`src/rtl/core/handle_free_list_allocator_assert.svh`:
```
// assertion macros for the handle free-list allocator
// expects clk and rst_n in the scope of the module that includes this file
`ifndef HANDLE_FREE_LIST_ALLOCATOR_ASSERT_SVH
`define HANDLE_FREE_LIST_ALLOCATOR_ASSERT_SVH

// same-cycle implication
`define HFL_ASSERT_NOW(label, ante, cons) \
    label: assert property (@(posedge clk) disable iff (!rst_n) (ante) |-> (cons)) \
        else $error("hfl assertion failed");

// next-cycle implication
`define HFL_ASSERT_NEXT(label, ante, cons) \
    label: assert property (@(posedge clk) disable iff (!rst_n) (ante) |=> (cons)) \
        else $error("hfl assertion failed");

`endif

```
`src/rtl/core/hfl_ram.sv`:
```
// generic single-write, single-read synchronous ram with registered read data
// no dependencies; read data holds while rd_en is low
module hfl_ram #(
    parameter int WIDTH = 8,
    parameter int DEPTH = 256
) (
    input  logic                     clk,
    input  logic                     wr_en,
    input  logic [$clog2(DEPTH)-1:0] wr_addr,
    input  logic [WIDTH-1:0]         wr_data,
    input  logic                     rd_en,
    input  logic [$clog2(DEPTH)-1:0] rd_addr,
    output logic [WIDTH-1:0]         rd_data
);

    logic [WIDTH-1:0] mem [DEPTH];

    always_ff @(posedge clk)
    begin
        if (wr_en)
        begin
            mem[wr_addr] <= wr_data;
        end
        if (rd_en)
        begin
            rd_data <= mem[rd_addr];
        end
    end

endmodule

```
`config.mk`:
```
export PLATFORM = sky130hd
export DESIGN_NAME = hfl_ram
export DESIGN_NICKNAME = d
export VERILOG_FILES = /design/src/rtl/core/handle_free_list_allocator_assert.svh /design/src/rtl/core/hfl_ram.sv
export SDC_FILE = /design/constraint.sdc
export NUM_CORES = 2
export LEC_CHECK = 0
export ABC_AREA = 1
export BUFFER_PORTS_ARGS = -buffer_cell sky130_fd_sc_hd__buf_2
export CAP_MARGIN = 20
export CELL_PAD_IN_SITES_DETAIL_PLACEMENT = 1
export CELL_PAD_IN_SITES_GLOBAL_PLACEMENT = 2
export CORE_ASPECT_RATIO = 1.5
export CORE_MARGIN = 2
export CORE_UTILIZATION = 44
export DETAILED_ROUTE_END_ITERATION = 16
export HOLD_SLACK_MARGIN = 0.05
export PLACE_DENSITY_LB_ADDON = 0.1
export SYNTH_ARGS = -nofsm -noshare
export SYNTH_HDL_FRONTEND = slang
export SYNTH_SLANG_ARGS = --single-unit
```
`constraint.sdc`:
```
create_clock -name clk -period 2.4 [get_ports clk]
set_clock_uncertainty 0.05 [all_clocks]
set_input_delay 0.48 -clock clk [delete_from_list [all_inputs] [get_ports clk]]
set_output_delay 0.48 -clock clk [all_outputs]
set_load 0.005 [all_outputs]
```
==> results.cfg <==
[status]
status = complete, no violations

[sta]
slew_headroom_pct = 46.48
setup-violations-final = 0
drv_slew = 0
min_period_over_period_pct = 94.43
max_slew.worst_pin.slew_ps = 802.8
period_needed_ps = 2266
max_freq_mhz = 441.2
hold_viol_final = 0
rsz0062_at_grt = no

[grt]
grt_max_degree = 100
gr-total-overflow = 0
antenna_found_initial = 14
grt_pass1_vias = 60000
grt.total_usage_pct = 28.44
grt_pass1_wl_um = 405700

[place]
dpl-instance-area_um2 = 91710
gp_congestion = 0.8419
dp_hpwl_um = 178600
dpl.cell_count = 9728
numPortBuffers = 34

[logic_synthesis]
synth_top_cell_area_share_pct = 73.96
yosys-top-cells-area = edfxtp_1, nand3_1, nand2_1
synth.net_count = 7030
syn-instance-count = 7003
syn_area_um2 = 83480
synth.avg_cell_area_um2 = 11.92
synth-seq-cells = 2056
synth_top_area_cell = edfxtp_1
ys_types = 13
yosys_warnings = 0
yosysSeqAreaShare_pct = 73.96

[floorplanning]
core_region_area_um2 = 188400
pin_count = 35
die_area_um2 = 193300
die_w_um = 359.6
initial_core_util_pct = 44.32
die_h_um = 537.5
fp-row-count = 195

[cts]
clockRootBuffer = clkbuf_16
cts_repair_resize_count = 0
cts_buffer_depth = 4
numCtsBuffers = 200
cts.sinks = 2056
insertion_delay_ps = 860
cts_max_level = 4
clkTransAtPathRegs_ps = 70
tritoncts = done

[job]
cap_violations = 0

[power]
p_leak_nw = 35.10
p_int_mw = 58.33
powerDensity_nw_per_um2 = 773.1
pwr-share-clk_pct = 40.4
power_frac_seq_pct = 52.3
p_sw_mw = 17.40
pwr-share-comb_pct = 7.2
ir_drop_mv = 0.6458
swShare_pct = 22.97

[min_path]
hold_start = wr_data[3]
hold_path.class = in -> reg
hold_end = mem[247][3]$_DFFE_PP_
min_delay_path_depth = 1

[drt]
drt_iter0_drc = 4766
routed_wl_um = 275300
via_count = 57280
viasPerCell = 5.676
antenna_left = 0
drt_first_pass_iters = 5
wl_per_cell_um = 27.28
drc_errors = 0

[finish]
fin_nets = 7503
area_delta_synth_final_pct = 17.33
instances_no_fill = 10090
fill_cells = 19350
final_cell_area_um2 = 97940
drive_above_1_share_pct = 13.44

[setup_path]
reg2reg_depth = 11
cp-end-kind = flop
crit_type = reg -> reg
crit_fanout = 1
rrSetupSlack_ps = 130
worstReg2RegEnd = rd_data[6]$_DFFE_PP_
required_ps = 2950
worstPathArrival_ps = 2820
r2r_start = mem[253][6]$_DFFE_PP_
startpoint_type = flop
-- cell usage after synthesis --
master,number
buf_2,268
buf_8,1
inv_4,1
edfxtp_1,2056
nand2_1,2123
nand3_1,2019
buf_4,46
nor2_1,283
inv_2,2
inv_1,36
clkbuf_1,112
buf_1,40
buf_6,16
-- flip-flops by register name, indices dropped and copies added, names as in the netlist --
signal,count
mem,2048
rd_data,8
-- through the flow --
step                util [%]  TNS [ps]  hold slack (ps)  setup WS [ps]  power [mW]
finish                 52.00         0            147.0          133.6       75.72
global route           51.99         0            136.0          36.36       77.79
detailed placement     48.69     -3873            742.5         -651.5       45.89
global placement       48.69     -3735            741.2         -611.7       45.81
floorplan                  -         0            528.9          378.5       42.83
CTS                    51.99         0            90.10          126.3       76.28
-- cell type report --
cell class / count / area, um^2 / area share (%)
diodes: 6 / 15.01 / 0.01533
well taps: 2462 / 3080 / 3.145
multi-input cells: 4425 / 19170 / 19.58
clock inverters: 108 / 865.8 / 0.8840
repair buffers: 754 / 7616 / 7.776
flip-flops and latches: 2056 / 61740 / 63.04
inverters: 39 / 182.7 / 0.1865
clock buffers: 242 / 5269 / 5.380
-- layout by cell type, fill, tap and decap left out --
cell and n:
inv_2 1, clkbuf_1 37, clkinv_1 54, edfxtp_1 2056, nor2_1 283, buf_2 21, inv_6 3, inv_16 1
buf_8 11, nand2_1 2108, buf_4 561, bufinv_16 15, inv_1 34, buf_12 152, dlygate4sd3_1 8, inv_8 2
diode_2 6, clkbuf_16 205, nand2_2 15, buf_6 1, clkinvlp_4 4, clkinv_2 33, nand3_1 2019
-- worst max path at each step --
stage | startpoint | endpoint | slack, ps | depth (start not counted)
6_report | mem[253][6]$_DFFE_PP_ | rd_data[6]$_DFFE_PP_ | 130 | 11
5_1_grt | mem[253][6]$_DFFE_PP_ | rd_data[6]$_DFFE_PP_ | 40 | 11
4_1_cts | mem[253][6]$_DFFE_PP_ | rd_data[6]$_DFFE_PP_ | 130 | 11
3_5_place_dp | rd_addr[0] | rd_data[4]$_DFFE_PP_ | -650 | 14
3_3_place_gp | rd_addr[0] | rd_data[6]$_DFFE_PP_ | -610 | 15
2_1_floorplan | wr_en | mem[162][0]$_DFFE_PP_ | 380 | 4
-- cell families after synthesis --
| kind of cell | count (synthesis) | synth area share, % |
|---|---|---|
| simple gates | 4425 | 22.92 |
| flops | 2056 | 73.96 |
| buf+inv | 522 | 3.116 |
-- worst max-delay path: stages, from the launching register on --
cell	delay, ps
edfxtp_1	370
nand2_1	70
nand3_1	100
nand3_1	110
nand3_1	130
nand3_1	190
nand3_1	190
nand3_1	220
buf_4	180
nand2_1	140
nand2_1	170
nand2_1	70
-- routing by layer --
metal	vias up	share of wire, %	global-route usage [%]
li1	25780	-	-
met1	29570	40	36.40
met2	1452	51	49.89
met3	474	4.9	3.290
met4	2	3.9	10.43
met5	-	0.0025	0
-- power groups by stage --
| stage | Sequential, mW | Combinational, mW | Clock (mW) |
|---|---|---|---|
| after floorplan | 40.4 | 2.44 | 0 |
| after global placement | 40.4 | 5.41 | 0 |
| after detailed placement | 40.4 | 5.50 | 0 |
| after CTS | 39.6 | 5.53 | 31.1 |
| after global routing | 39.6 | 5.89 | 32.3 |
| final | 39.6 | 5.47 | 30.6 |
-- repair_timing --
action	4_1_cts	5_1_grt
setup buffers	0	0
endpoints found under the hold margin	89	0
hold buffers	8	0
No activity file was read; power rests on OpenSTA's default activity.
